$ cat config.mk
export PLATFORM = sky130hd
export DESIGN_NAME = literal_classifier_converter
export DESIGN_NICKNAME = d
export VERILOG_FILES = /design/src/rtl/lcc_pkg.sv /design/src/rtl/literal_classifier_converter.sv /design/src/rtl/lcc_out_queue.sv
export VERILOG_INCLUDE_DIRS = /design/src /design/src/rtl
export SDC_FILE = /design/constraint.sdc
export NUM_CORES = 1
export LEC_CHECK = 0
export BUFFER_PORTS_ARGS = -buffer_cell sky130_fd_sc_hd__buf_2
export CAP_MARGIN = 20
export CORE_MARGIN = 2
export CORE_UTILIZATION = 60
export DETAILED_ROUTE_END_ITERATION = 16
export GPL_TIMING_DRIVEN = 0
export PLACE_DENSITY = 0.78
export SLEW_MARGIN = 40
export SYNTH_ARGS = -nofsm -noshare
export SYNTH_HDL_FRONTEND = slang
export SYNTH_HIERARCHICAL = 1
export SYNTH_SLANG_ARGS = --single-unit
$ cat constraint.sdc
create_clock -name clk -period 5.46 [get_ports clk]
set_clock_uncertainty 0.1 [all_clocks]
set_input_delay 1.092 -clock clk [delete_from_list [all_inputs] [get_ports clk]]
set_output_delay 1.092 -clock clk [all_outputs]
set_load 0.005 [all_outputs]
$ cat src/rtl/assert_macros.svh
// assertion macros used by literal_classifier_converter.sv
`ifndef ASSERT_MACROS_SVH
`define ASSERT_MACROS_SVH

// property checked on every clock edge outside reset
`define LCC_ASSERT(label, prop, msg) \
  label: assert property (@(posedge clk) disable iff (!rst_n) (prop)) else $error(msg);

// implication checked on the next clock edge outside reset
`define LCC_ASSERT_NEXT(label, cond, prop, msg) \
  label: assert property (@(posedge clk) disable iff (!rst_n) (cond) |=> (prop)) else $error(msg);

`endif

$ cat src/rtl/lcc_pkg.sv
// types, constants and character codes for the literal classifier
package lcc_pkg;

  localparam int VALUE_BITS = 31;
  localparam int ACC_W      = VALUE_BITS + 4;

  localparam logic [VALUE_BITS-1:0] VMAX = {VALUE_BITS{1'b1}};

  typedef enum logic [2:0] {
    CLASS_NONE    = 3'd0,
    CLASS_DECIMAL = 3'd1,
    CLASS_HEX     = 3'd2,
    CLASS_BINARY  = 3'd3,
    CLASS_FLOAT   = 3'd4,
    CLASS_STRING  = 3'd5,
    CLASS_ARRAY   = 3'd6
  } class_t;

  typedef struct packed {
    class_t                  literal_class;
    logic [VALUE_BITS-1:0]   int_value;
    logic                    overflow;
  } result_t;

  localparam logic [7:0] CH_TAB    = 8'h09;
  localparam logic [7:0] CH_NL     = 8'h0a;
  localparam logic [7:0] CH_SPACE  = 8'h20;
  localparam logic [7:0] CH_QUOTE  = 8'h22;
  localparam logic [7:0] CH_POINT  = 8'h2e;
  localparam logic [7:0] CH_ZERO   = 8'h30;
  localparam logic [7:0] CH_ONE    = 8'h31;
  localparam logic [7:0] CH_NINE   = 8'h39;
  localparam logic [7:0] CH_LOW_A  = 8'h61;
  localparam logic [7:0] CH_LOW_B  = 8'h62;
  localparam logic [7:0] CH_LOW_F  = 8'h66;
  localparam logic [7:0] CH_LOW_X  = 8'h78;
  localparam logic [7:0] CH_LBRACE = 8'h7b;
  localparam logic [7:0] CH_RBRACE = 8'h7d;

  localparam logic [3:0] HEX_ALPHA_OFS = 4'd10;

endpackage

$ cat src/rtl/literal_classifier_converter.sv
// Literal classifier and converter: takes one literal as a stream of 8-bit
// words, one word per cycle while in_stall is low, with in_is_last marking
// the final word. Space, tab and newline are skipped. On the final word one
// result word comes out with the class (none, decimal, 0x hex, 0b binary,
// float, quoted string, braced array) and, for the integer classes, the
// value saturated at 2^31-1 with out_overflow set when it saturated. The
// per-word accumulator and flag updates sit between the state registers
// and a two-entry result queue, so a new word is taken every cycle while
// that queue has room, and the result of a literal is registered into that
// queue. No clearing pass after reset.
module literal_classifier_converter (
  input  logic                           clk,
  input  logic                           rst_n,
  input  logic                           in_valid,
  output logic                           in_stall,
  input  logic [7:0]                     in_char_code,
  input  logic                           in_is_last,
  output logic                           out_valid,
  input  logic                           out_stall,
  output logic [2:0]                     out_literal_class,
  output logic [lcc_pkg::VALUE_BITS-1:0] out_int_value,
  output logic                           out_overflow
);

  logic [1:0]                     kept_cnt_r, kept_cnt_nxt;
  logic [7:0]                     first_r, first_nxt;
  logic [7:0]                     second_r, second_nxt;
  logic [7:0]                     latest_r, latest_nxt;
  logic                           all_dec_r, all_dec_nxt;
  logic                           hex_ok_r, hex_ok_nxt;
  logic                           bin_ok_r, bin_ok_nxt;
  logic                           pre_ok_r, pre_ok_nxt;
  logic                           post_ok_r, post_ok_nxt;
  logic [1:0]                     pts_r, pts_nxt;
  logic [lcc_pkg::VALUE_BITS-1:0] dec_acc_r, dec_acc_nxt;
  logic [lcc_pkg::VALUE_BITS-1:0] hex_acc_r, hex_acc_nxt;
  logic [lcc_pkg::VALUE_BITS-1:0] bin_acc_r, bin_acc_nxt;
  logic                           dec_ovf_r, dec_ovf_nxt;
  logic                           hex_ovf_r, hex_ovf_nxt;
  logic                           bin_ovf_r, bin_ovf_nxt;

  logic [7:0]                 c;
  logic                       kept;
  logic                       is_digit;
  logic                       is_hex;
  logic                       is_bin;
  logic [3:0]                 hex_digit;
  logic [lcc_pkg::ACC_W-1:0]  dec_ext, hex_ext, bin_ext;
  logic [lcc_pkg::ACC_W-1:0]  dec_wide, hex_wide, bin_wide;
  logic                       dec_sat, hex_sat, bin_sat;
  logic                       accept;
  logic                       push;
  logic                       q_full;
  lcc_pkg::result_t           res;
  lcc_pkg::result_t           q_data;

  assign c        = in_char_code;
  assign accept   = in_valid && !in_stall;
  assign push     = accept && in_is_last;
  assign in_stall = q_full;

  always_comb begin
    kept     = !(c inside {lcc_pkg::CH_SPACE, lcc_pkg::CH_TAB, lcc_pkg::CH_NL});
    is_digit = c inside {[lcc_pkg::CH_ZERO:lcc_pkg::CH_NINE]};
    is_hex   = is_digit || (c inside {[lcc_pkg::CH_LOW_A:lcc_pkg::CH_LOW_F]});
    is_bin   = c inside {lcc_pkg::CH_ZERO, lcc_pkg::CH_ONE};
    if (is_digit) begin
      hex_digit = 4'(c - lcc_pkg::CH_ZERO);
    end else begin
      hex_digit = 4'(c - lcc_pkg::CH_LOW_A) + lcc_pkg::HEX_ALPHA_OFS;
    end
  end

  // value * base + digit, compared against the saturation limit
  always_comb begin
    dec_ext  = lcc_pkg::ACC_W'(dec_acc_r);
    hex_ext  = lcc_pkg::ACC_W'(hex_acc_r);
    bin_ext  = lcc_pkg::ACC_W'(bin_acc_r);
    dec_wide = (dec_ext << 3) + (dec_ext << 1) + lcc_pkg::ACC_W'(4'(c - lcc_pkg::CH_ZERO));
    hex_wide = (hex_ext << 4) + lcc_pkg::ACC_W'(hex_digit);
    bin_wide = (bin_ext << 1) + lcc_pkg::ACC_W'(c[0]);
    dec_sat  = dec_wide > lcc_pkg::ACC_W'(lcc_pkg::VMAX);
    hex_sat  = hex_wide > lcc_pkg::ACC_W'(lcc_pkg::VMAX);
    bin_sat  = bin_wide > lcc_pkg::ACC_W'(lcc_pkg::VMAX);
  end

  always_comb begin
    kept_cnt_nxt = kept_cnt_r;
    first_nxt    = first_r;
    second_nxt   = second_r;
    latest_nxt   = latest_r;
    all_dec_nxt  = all_dec_r;
    hex_ok_nxt   = hex_ok_r;
    bin_ok_nxt   = bin_ok_r;
    pre_ok_nxt   = pre_ok_r;
    post_ok_nxt  = post_ok_r;
    pts_nxt      = pts_r;
    dec_acc_nxt  = dec_acc_r;
    hex_acc_nxt  = hex_acc_r;
    bin_acc_nxt  = bin_acc_r;
    dec_ovf_nxt  = dec_ovf_r;
    hex_ovf_nxt  = hex_ovf_r;
    bin_ovf_nxt  = bin_ovf_r;
    if (kept) begin
      if (is_digit) begin
        if (dec_sat) begin
          dec_acc_nxt = lcc_pkg::VMAX;
          dec_ovf_nxt = 1'b1;
        end else begin
          dec_acc_nxt = dec_wide[lcc_pkg::VALUE_BITS-1:0];
        end
      end else begin
        all_dec_nxt = 1'b0;
      end
      // digits after the two-character prefix
      if (kept_cnt_r[1]) begin
        if (is_hex) begin
          if (hex_sat) begin
            hex_acc_nxt = lcc_pkg::VMAX;
            hex_ovf_nxt = 1'b1;
          end else begin
            hex_acc_nxt = hex_wide[lcc_pkg::VALUE_BITS-1:0];
          end
        end else begin
          hex_ok_nxt = 1'b0;
        end
        if (is_bin) begin
          if (bin_sat) begin
            bin_acc_nxt = lcc_pkg::VMAX;
            bin_ovf_nxt = 1'b1;
          end else begin
            bin_acc_nxt = bin_wide[lcc_pkg::VALUE_BITS-1:0];
          end
        end else begin
          bin_ok_nxt = 1'b0;
        end
      end
      if (c == lcc_pkg::CH_POINT) begin
        if (pts_r != 2'd2) begin
          pts_nxt = pts_r + 2'd1;
        end
      end else if (!is_digit) begin
        if (pts_r == 2'd0) begin
          pre_ok_nxt = 1'b0;
        end else begin
          post_ok_nxt = 1'b0;
        end
      end
      if (kept_cnt_r == 2'd0) begin
        first_nxt = c;
      end
      if (kept_cnt_r == 2'd1) begin
        second_nxt = c;
      end
      latest_nxt = c;
      if (kept_cnt_r != 2'd3) begin
        kept_cnt_nxt = kept_cnt_r + 2'd1;
      end
    end
  end

  always_comb begin
    res.literal_class = lcc_pkg::CLASS_NONE;
    res.int_value     = '0;
    res.overflow      = 1'b0;
    if ((kept_cnt_nxt != 2'd0) && all_dec_nxt) begin
      res.literal_class = lcc_pkg::CLASS_DECIMAL;
      res.int_value     = dec_acc_nxt;
      res.overflow      = dec_ovf_nxt;
    end else if ((kept_cnt_nxt == 2'd3) && (first_nxt == lcc_pkg::CH_ZERO) &&
                 (second_nxt == lcc_pkg::CH_LOW_X) && hex_ok_nxt) begin
      res.literal_class = lcc_pkg::CLASS_HEX;
      res.int_value     = hex_acc_nxt;
      res.overflow      = hex_ovf_nxt;
    end else if ((kept_cnt_nxt == 2'd3) && (first_nxt == lcc_pkg::CH_ZERO) &&
                 (second_nxt == lcc_pkg::CH_LOW_B) && bin_ok_nxt) begin
      res.literal_class = lcc_pkg::CLASS_BINARY;
      res.int_value     = bin_acc_nxt;
      res.overflow      = bin_ovf_nxt;
    end else if ((pts_nxt == 2'd1) && pre_ok_nxt && post_ok_nxt &&
                 (first_nxt != lcc_pkg::CH_POINT) && (latest_nxt != lcc_pkg::CH_POINT)) begin
      res.literal_class = lcc_pkg::CLASS_FLOAT;
    end else if (kept_cnt_nxt[1] && (first_nxt == lcc_pkg::CH_QUOTE) &&
                 (latest_nxt == lcc_pkg::CH_QUOTE)) begin
      res.literal_class = lcc_pkg::CLASS_STRING;
    end else if (kept_cnt_nxt[1] && (first_nxt == lcc_pkg::CH_LBRACE) &&
                 (latest_nxt == lcc_pkg::CH_RBRACE)) begin
      res.literal_class = lcc_pkg::CLASS_ARRAY;
    end
  end

  always_ff @(posedge clk) begin
    if (!rst_n || push) begin
      kept_cnt_r <= 2'd0;
      first_r    <= 8'd0;
      second_r   <= 8'd0;
      latest_r   <= 8'd0;
      all_dec_r  <= 1'b1;
      hex_ok_r   <= 1'b1;
      bin_ok_r   <= 1'b1;
      pre_ok_r   <= 1'b1;
      post_ok_r  <= 1'b1;
      pts_r      <= 2'd0;
      dec_acc_r  <= '0;
      hex_acc_r  <= '0;
      bin_acc_r  <= '0;
      dec_ovf_r  <= 1'b0;
      hex_ovf_r  <= 1'b0;
      bin_ovf_r  <= 1'b0;
    end else if (accept) begin
      kept_cnt_r <= kept_cnt_nxt;
      first_r    <= first_nxt;
      second_r   <= second_nxt;
      latest_r   <= latest_nxt;
      all_dec_r  <= all_dec_nxt;
      hex_ok_r   <= hex_ok_nxt;
      bin_ok_r   <= bin_ok_nxt;
      pre_ok_r   <= pre_ok_nxt;
      post_ok_r  <= post_ok_nxt;
      pts_r      <= pts_nxt;
      dec_acc_r  <= dec_acc_nxt;
      hex_acc_r  <= hex_acc_nxt;
      bin_acc_r  <= bin_acc_nxt;
      dec_ovf_r  <= dec_ovf_nxt;
      hex_ovf_r  <= hex_ovf_nxt;
      bin_ovf_r  <= bin_ovf_nxt;
    end
  end

  lcc_out_queue u_out_queue (
    .clk       (clk),
    .rst_n     (rst_n),
    .push      (push),
    .push_data (res),
    .out_stall (out_stall),
    .out_valid (out_valid),
    .out_data  (q_data),
    .full      (q_full)
  );

  assign out_literal_class = q_data.literal_class;
  assign out_int_value     = q_data.int_value;
  assign out_overflow      = q_data.overflow;

`include "assert_macros.svh"

  `LCC_ASSERT(a_ovf_int_only, !out_valid || !out_overflow || (out_literal_class == lcc_pkg::CLASS_DECIMAL) || (out_literal_class == lcc_pkg::CLASS_HEX) || (out_literal_class == lcc_pkg::CLASS_BINARY), "overflow on a non-integer class")
  `LCC_ASSERT(a_value_int_only, !out_valid || (out_int_value == '0) || (out_literal_class == lcc_pkg::CLASS_DECIMAL) || (out_literal_class == lcc_pkg::CLASS_HEX) || (out_literal_class == lcc_pkg::CLASS_BINARY), "value on a non-integer class")
  `LCC_ASSERT(a_stall_needs_result, !in_stall || out_valid, "input stalled with no result pending")
  `LCC_ASSERT_NEXT(a_restart_after_last, push, (kept_cnt_r == 2'd0) && (pts_r == 2'd0) && all_dec_r, "scan state not cleared after last word")

endmodule

$ cat src/rtl/lcc_out_queue.sv
// two-entry result queue between the scanner and the output channel
module lcc_out_queue (
  input  logic              clk,
  input  logic              rst_n,
  input  logic              push,
  input  lcc_pkg::result_t  push_data,
  input  logic              out_stall,
  output logic              out_valid,
  output lcc_pkg::result_t  out_data,
  output logic              full
);

  lcc_pkg::result_t head_r, head_nxt;
  lcc_pkg::result_t tail_r, tail_nxt;
  logic [1:0]       cnt_r, cnt_nxt;
  logic             pop;

  assign out_valid = (cnt_r != 2'd0);
  assign full      = (cnt_r == 2'd2);
  assign out_data  = head_r;
  assign pop       = out_valid && !out_stall;

  always_comb begin
    head_nxt = head_r;
    tail_nxt = tail_r;
    cnt_nxt  = cnt_r;
    case (cnt_r)
      2'd0: begin
        if (push) begin
          head_nxt = push_data;
          cnt_nxt  = 2'd1;
        end
      end
      2'd1: begin
        if (push && pop) begin
          head_nxt = push_data;
        end else if (push) begin
          tail_nxt = push_data;
          cnt_nxt  = 2'd2;
        end else if (pop) begin
          cnt_nxt = 2'd0;
        end
      end
      2'd2: begin
        if (pop) begin
          head_nxt = tail_r;
          cnt_nxt  = 2'd1;
        end
      end
      default: begin
        cnt_nxt = 2'd0;
      end
    endcase
  end

  always_ff @(posedge clk) begin
    if (!rst_n) begin
      cnt_r <= 2'd0;
    end else begin
      cnt_r <= cnt_nxt;
    end
  end

  always_ff @(posedge clk) begin
    head_r <= head_nxt;
    tail_r <= tail_nxt;
  end

endmodule

### Word level (Yosys, flattened, before mapping)

Index checks and enable logic that the tools add are counted.

* $lt $le $gt $ge: 7
* eq/ne operators: 27
* $add $sub $neg: 9
* bitwise operators: 1
* reductions and logical operators: 36
* muxes and demuxes: 66

Operators by type and width (number)
* 2-to-1 mux 31 bit: 11
* 2-to-1 mux 35 bit: 5
* one-hot mux 35 bit (3 select lines): 1
* adder 35 x 4 -> 35 bit: 2
* > comparator 35 x 31 -> 1 bit, second input constant: 2
* == test 8 x 6 -> 1 bit, second input constant: 7
* 2-to-1 mux 8 bit: 5
* adder 34 x 32 -> 35 bit: 1
* adder 32 x 1 -> 33 bit: 1
* > comparator 33 x 31 -> 1 bit, second input constant: 1
* == test 8 x 7 -> 1 bit, second input constant: 4
* 2-to-1 mux 32 bit: 1
* 2-to-1 mux 1 bit: 27
* logical AND 1 bit: 20
* 2-to-1 mux 2 bit: 10
* == test 8 x 4 -> 1 bit, second input constant: 2
* != test 8 x 6 -> 1 bit, second input constant: 2
* 2-to-1 mux 3 bit: 4
* greater-or-equal comparator 8 x 6 -> 1 bit, second input constant: 1
* greater-or-equal comparator 8 x 7 -> 1 bit, second input constant: 1
* less-or-equal comparator 8 x 6 -> 1 bit, second input constant: 1
* less-or-equal comparator 8 x 7 -> 1 bit, second input constant: 1
* != test 2 bit, second input constant: 4
* AND reduction 4 bit: 2
* 16 further kinds: 30

* logic and storage cells: 169
* register bits: 201
* input bits: 13

### Longest topological paths before layout

Gate-level depths: netlist (run 1).

* word-level depth: 15
* depth in mapped cells: 17
* depth with buffers taken out: 14

### Modules after synthesis

The synthesis (run 1) kept the hierarchy.

By module, submodules not included
* literal_classifier_converter: times used 1, cells each 1271, seq. area each 2582.5 um^2, area an instance 9165.0 um^2
* lcc_out_queue: times used 1, cells each 127, seq. area each 2142.1 um^2, area an instance 2810.2 um^2

### Worst setup path before layout (run 1)

No wires, ideal clock.

* path kind: input-to-reg
* start point: input port in_char_code[3]
* end point: register u_out_queue.head_r, in the netlist u_out_queue/out_data[5] (data pin)
* data required time: 5.100 ns
* data arrival time: 4.535 ns
* stages on the path: 17
* buffers on the path: 3
* setup slack: 0.564 ns
* library setup time: 0.260 ns
* cells stage by stage: buf_2 -> inv_1 -> fa_1 -> inv_1 -> ha_1 -> a21o_1 -> a21oi_1 -> o221a_2 -> nor2_1 -> a31o_2 -> a41oi_1 -> mux2i_1 -> nor4bb_2 -> buf_6 -> buf_6 -> a41oi_2 -> mux2_4

RTL lines
* start, declared: line literal_classifier_converter.sv:16 `input logic [7:0] in_char_code,`
* end signal, assigned: line lcc_out_queue.sv:65 `head_r <= head_nxt;`
* end, declared: line lcc_out_queue.sv:13 `lcc_pkg::result_t head_r, head_nxt;`

==> metrics, run 1 <==
routed vias 11300; Syn Nets 1479; clock sink total 201; worst slew pin tran 0.794 ns; Total Die Area 21100 um^2; Netlist cell types 81; CP required 5.63 ns; hold-fix buffer count after cts 0; Synthesis Warnings 6; post-DR wirelength/cell 20.4 um; Die Y 145 um; min cycle time layout 5.29 ns; FMAX 0.189 GHz; Final ANT Viol Nets 0; mux cell area share after synthesis 0.0493; Top delay family on crit path compound AO/OA/AOI/OAI gates; ys flop type dfxtp_1; vias in the first global route 10300; fillers 1677; CP bufs+invs 5; Compound-Gate Fraction of Synth Area 0.233; RSZ-0062 raised after global routing no; Final Hold Fails 0; CTS Buf Count 22; clock latency on the worst-skew pair 0.53 ns; number of synthesized register bits 201; CP Max Fanout 10; critical path cell sequence buf_2, buf_2, inv_1, fa_1, fa_1, nor2b_1, o21bai_1, a21oi_2, a31oi_2, o32a_2, o21ai_2, mux2i_1, nor4bb_2, buf_6, buf_6, a31oi_1, mux2_2; TritonCTS clock tree built; period utilisation layout 0.969; # DRC 0; initial antenna violation count 0; layout cells sized above 1 0.124; Port Buffers 48; Worst Setup End Kind flop; main combinational cell family by area after synthesis compound AO/OA/AOI/OAI gates; gr usage total 0.331; async set or reset register ratio after synthesis 0; total grt overflow 0; standard-cell rows 51; EDFF count, synth 70; mean post-synth cell area 8.57 um^2; Worst-path clk slew 0.06 ns; wirelength, routed 35.7 mm; Slew headroom 0.466; XOR/XNOR Fraction of Synth Area 0.0219; Finish-stage setup viols 0; status finished, final reports clean; leakage dissipation 0.00497 uW; vias per inst 6.43; Pre-antenna DRT Iters 5; GPL Wtd Cong 1.00; maximum buffer depth of the clock tree 3; placed instance count 1712; placed cell area 12600 um^2; Core Region 19500 um^2; CP Class in2reg; slowest stage delay, CP 0.57 ns; Hold/Removal Path Class reg2reg; H-tree Lvls 1; DRT iter0 DRCs 1483; PD cells 245 nW/um^2; Max Cap Violations 0; pin count of the biggest net entering global routing 36; clock root buffer clkbuf_16; Syn Inst Count 1398; Area Overhead vs Synth 11.0%; CP max-delay cell fa_1; register area share after synthesis 0.395; Post-Synth Adder-Cell Area 0.0723; Nets 1552; multi-input logic area 6690 um^2; critical path launch point type input port; design area 13300 um^2; Slew Viols, Final 0; DP Wirelength 26.7 mm; Starting Density 0.613; post-synthesis cell area 12000 um^2; global-route wire length before repair 56.2 mm; Final Non-Filler Cells 1752; DIE WIDTH 145 um; Top Ports 50; Simple-Gate Fraction of Synth Area 0.179; FF/Latch Area 4720 um^2; Worst Path Arrival 5.46 ns; maximum VDD drop 0.212 mV; # diodes 0; worst hold slack 0.359 ns
-- per-layer routing --
metal / vias up / global-route usage / part of all wire
li1: 5228 / - / -
met1: 5264 / 0.472 / 0.42
met2: 662 / 0.502 / 0.43
met3: 103 / 0.0544 / 0.11
met4: 0 / 0.133 / 0.041
met5: - / 0 / 0
-- through the flow --
| stage | power, uW | setup WS (ns) | util | TNS, ns |
|---|---|---|---|---|
| 2_1_floorplan | 1750 | 0.564 | - | 0 |
| 3_5_place_dp | 1830 | -0.599 | 0.644 | -25.73 |
| 3_3_place_gp | 1820 | -0.560 | 0.643 | -23.71 |
| 6_report | 3260 | 0.169 | 0.681 | 0 |
| 5_1_grt | 3350 | 0.0169 | 0.681 | 0 |
| 4_1_cts | 3260 | 0.0608 | 0.680 | 0 |
-- path summary, 6_finish.rpt --
| check | from | end | slack (ns) | cells past startpoint |
|---|---|---|---|---|
| setup / recovery | in_char_code[3] | u_out_queue/out_data[20] | 0.17 | 17 |
| hold / removal | latest_r[7] | latest_r[7] | 0.36 | 2 |
| setup reg to reg | dec_acc_r[2] | u_out_queue/out_data[20] | 0.84 | 15 |
| hold reg to reg | latest_r[7] | latest_r[7] | 0.36 | 2 |
-- timing repair --
action,4_1_cts,5_1_grt
setup buffers,0,0
gates resized for setup,1,4
pin swaps,0,0
endpoints found under the setup margin,8,30
cloned,0,0
-- report_power, final --
part           switching [uW]  internal, uW  total, uW
registers                15.6          1570       1590
clock network             623           834       1460
logic                     144          69.7        213
-- final cells by class --
cell class,count,share of cell area
Clock inverter,11,0.00659
Sequential cell,201,0.355
Tap cell,265,0.0249
Timing Repair Buffer,49,0.0192
Inverter,22,0.00621
Buffer,104,0.0388
Multi-Input combinational cell,1071,0.503
Clock buffer,29,0.0457
-- cell usage after synthesis, types with 24 or more instances --
cell | number | area [um^2]
a211oi_1 | 62 | 465
a21oi_1 | 186 | 931
a31oi_1 | 28 | 175
clkbuf_1 | 60 | 225
dfxtp_1 | 131 | 2620
edfxtp_1 | 70 | 2100
ha_1 | 66 | 826
mux2_4 | 28 | 420
nand2_1 | 87 | 327
nand2b_1 | 24 | 150
nand3_1 | 24 | 120
nor2_1 | 256 | 961
nor3_1 | 25 | 125
o21ai_0 | 62 | 310
-- cells by family (layout without fill, tap and decap cells) --
| family | Yosys count | count (layout) |
|---|---|---|
| xor+xnor | 30 | 30 |
| simple gates | 479 | 479 |
| buf+inv | 126 | 215 |
| compound gates | 450 | 450 |
| fa+ha+maj | 68 | 68 |
| mux | 44 | 44 |
| flops | 201 | 201 |
-- flip-flops by register name (all words and copies together) (netlist names), 2 cells and up --
name and flops:
hex_acc_r 31, second_r 8, u_out_queue/tail_r 35, kept_cnt_r 2
bin_acc_r 31, latest_r 8, u_out_queue/cnt_r 2, dec_acc_r 31
first_r 8, u_out_queue/out_data 35, pts_r 2
-- cells in the final DEF, fill, tap and decap left out, types with 4 or more instances in the layout --
cell	count
nor4b_1	4
xnor2_1	16
mux2_2	8
a31oi_1	27
clkinv_2	5
a21o_1	9
nand2_1	87
and3_1	7
o21ai_1	4
or2_2	5
mux2_4	28
o31ai_1	13
clkbuf_16	23
inv_1	22
nor3_1	25
edfxtp_1	70
o221ai_1	9
o21bai_1	10
nor3b_1	7
o22ai_1	23
a211oi_1	62
clkbuf_1	65
buf_4	6
buf_2	71
nor2b_1	6
dfxtp_1	131
mux2i_1	8
o21a_1	5
o21ai_0	61
buf_1	7
ha_1	66
a21oi_1	184
xor2_1	14
nand4_1	10
nand3b_1	5
nor2_1	256
nand3_1	24
o211ai_1	4
nand2b_1	24
-- worst register-to-register path, stage by stage, from the launching register on --
cell and delay [ns]:
dfxtp_1 0.39, inv_1 0.10, fa_1 0.50, fa_1 0.47
nor2b_1 0.20, o21bai_1 0.13, a21oi_2 0.27, a31oi_2 0.21
o32a_2 0.41, o21ai_2 0.15, mux2i_1 0.11, nor4bb_2 0.38
buf_6 0.22, buf_6 0.19, a31oi_1 0.19, mux2_2 0.35
(Power assumes the default switching activity.)
==> run 2: changes to the inputs <==
--- a/config.mk
+++ b/config.mk
@@ -11,7 +11,8 @@
 export CORE_MARGIN = 2
 export CORE_UTILIZATION = 60
 export DETAILED_ROUTE_END_ITERATION = 16
-export GPL_TIMING_DRIVEN = 0
+export GPL_ROUTABILITY_DRIVEN = 0
+export GPL_TIMING_DRIVEN = 1
 export PLACE_DENSITY = 0.78
 export SLEW_MARGIN = 40
 export SYNTH_ARGS = -nofsm -noshare
==> constraint.sdc (replaced) <==
create_clock -name clk -period 6.65 [get_ports clk]
set_clock_uncertainty 0.1 [all_clocks]
set_input_delay 1.33 -clock clk [delete_from_list [all_inputs] [get_ports clk]]
set_output_delay 1.33 -clock clk [all_outputs]
set_load 0.005 [all_outputs]
==> run 2 against run 1 <==
Effect of this change:
- sequential power down 18%
- via count shrank 6.2%
- combinational power decreased by 23%
- cell area down 2.6%
- global-route usage down 4.5 points
- clock power is 22% lower
- utilization down 1.8 points
- hold slack got worse by 0.0037 ns
- cell count decreased by 5.0%
- highest routed layer is now met5
==> metrics, run 2 (synthesis gave the netlist of run 1 again) <==
FMAX 0.188 GHz; most common cell after layout, fill and taps aside nor2_1; Nets 1467; combinational power share 0.062; H-tree Lvls 1; Slew headroom 0.459; period utilisation layout 0.801; M1 WL 13.8 mm; Final ANT Viol Nets 0; setup TNS 0 ns; total grt overflow 0; PD cells 201 nW/um^2; pin count of the biggest net entering global routing 65; Port Buffers 49; placed cell area 12300 um^2; Total Die Area 21100 um^2; DRT iter0 DRCs 1221; Worst Path Arrival 5.47 ns; clock sink total 201; worst hold slack 0.355 ns; DIE WIDTH 145 um; Worst Setup End Kind flop; vias per inst 6.34; design area 12900 um^2; Area Overhead vs Synth 8.08%; leakage dissipation 0.00481 uW; part of the power in registers 0.501; initial antenna violation count 1; post-DR wirelength/cell 18.6 um; vias in the first global route 9610; Top Layer Used met5; wire length on met3 3.30 mm; clock root buffer clkbuf_16; CP Class in2reg; maximum VDD drop 0.121 mV; Final Hold Fails 0; Pint 2000 uW; DP Wirelength 21.6 mm; standard-cell rows 51; CTS Buf Count 21; CP Max Fanout 64; global-route wire length before repair 50.1 mm; Pre-antenna DRT Iters 5; Final WS setup 1.32 ns; Max Cap Violations 0; critical path launch point type input port; clock latency on the worst-skew pair 0.51 ns; wirelength, routed 30.9 mm; Sw Ratio 0.233; routed vias 10600; fillers 1632; CP required 6.79 ns; Starting Density 0.613; Top Ports 50; layout cells sized above 1 0.121; clock share of power 0.437; Worst-path clk slew 0.06 ns; setup bufs post-CTS 0; Die Y 145 um; RSZ-0062 raised after global routing no; post-cts repair resize count 0; hold-fix buffer count after cts 0; Core Region 19500 um^2; Setup WS pre-CTS 0.903 ns; # diodes 0; Hold/Removal Path Class reg2reg; maximum buffer depth of the clock tree 3; Finish-stage setup viols 0; gr usage total 0.286; status finished, final reports clean; worst slew pin tran 0.809 ns; TritonCTS clock tree built; min cycle time layout 5.33 ns; most frequent cells in the layout nor2_1, a21oi_1, dfxtp_1, nand2_1, edfxtp_1; Switch Pwr 607 uW; # DRC 0; Slew Viols, Final 0; met2 WL 13.1 mm
## run 2: changes by cell type in the layout (fill, tap and decap cells not counted), moves of 2 or more
| cell | previous run | this run |
|---|---|---|
| a21oi_1 | 184 | 186 |
| clkbuf_16 | 23 | 21 |
| buf_6 | 3 | 0 |
| buf_12 | 3 | 1 |
| clkinv_1 | 2 | 5 |
| a21oi_2 | 2 | 0 |
| buf_2 | 71 | 49 |
| clkbuf_1 | 65 | 3 |
| buf_4 | 6 | 17 |
| nor2_4 | 0 | 2 |
| nor2_1 | 256 | 253 |
| buf_1 | 7 | 0 |
| clkbuf_2 | 2 | 0 |
## run 2: path summary, 6_finish.rpt
kind              cells past startpoint  slack [ns]            start                 endpoint
setup / recovery                     16        1.32  in_char_code[3]  u_out_queue/out_data[1]
hold / removal                        2        0.36      latest_r[5]              latest_r[5]
setup reg to reg                     15        2.16     dec_acc_r[0]  u_out_queue/out_data[1]
hold reg to reg                       2        0.36      latest_r[5]              latest_r[5]
## run 2: power groups by stage
stage / logic, uW / registers, uW / clock network [uW]
after global routing: 177 / 1310 / 1200
after floorplan: 112 / 1330 / 0
after detailed placement: 158 / 1330 / 0
after global placement: 156 / 1330 / 0
final: 163 / 1310 / 1140
after CTS: 159 / 1300 / 1150
## run 2: layer usage
| layer | global-route usage | vias to the layer above |
|---|---|---|
| met2 | 0.423 | 499 |
| met4 | 0.0696 | 2 |
| met3 | 0.0610 | 64 |
| li1 | - | 5058 |
| met1 | 0.425 | 4933 |
| met5 | 0 | - |
## run 2: per-stage QoR
| step | instances | total power (uW) | util |
|---|---|---|---|
| after floorplan | 1398 | 1440 | - |
| after global placement | 1626 | 1490 | 0.627 |
| after detailed placement | 1628 | 1490 | 0.629 |
| after CTS | 1665 | 2610 | 0.662 |
| after global routing | 1665 | 2680 | 0.663 |
| final | 1665 | 2610 | 0.663 |
## run 2: area by class of cell
class / instances / area (um^2) / area share
Multi-Input combinational cell: 1071 / 6730 / 0.520
Sequential cell: 201 / 4730 / 0.365
Clock buffer: 24 / 537 / 0.0415
Timing Repair Buffer: 69 / 423 / 0.0327
Tap cell: 265 / 332 / 0.0256
Clock inverter: 13 / 114 / 0.00880
Inverter: 22 / 82.6 / 0.00638
## run 2: critical path, cell delays in order
cell,delay (ns)
buf_2,0.22
inv_1,0.19
fa_1,0.62
inv_1,0.06
ha_1,0.29
a21o_1,0.16
a21oi_1,0.35
o21a_1,0.18
o21ai_0,0.15
a31oi_1,0.36
o41ai_1,0.13
xnor2_1,0.17
nor4bb_4,0.35
buf_12,0.30
a41oi_1,0.23
mux2_4,0.33
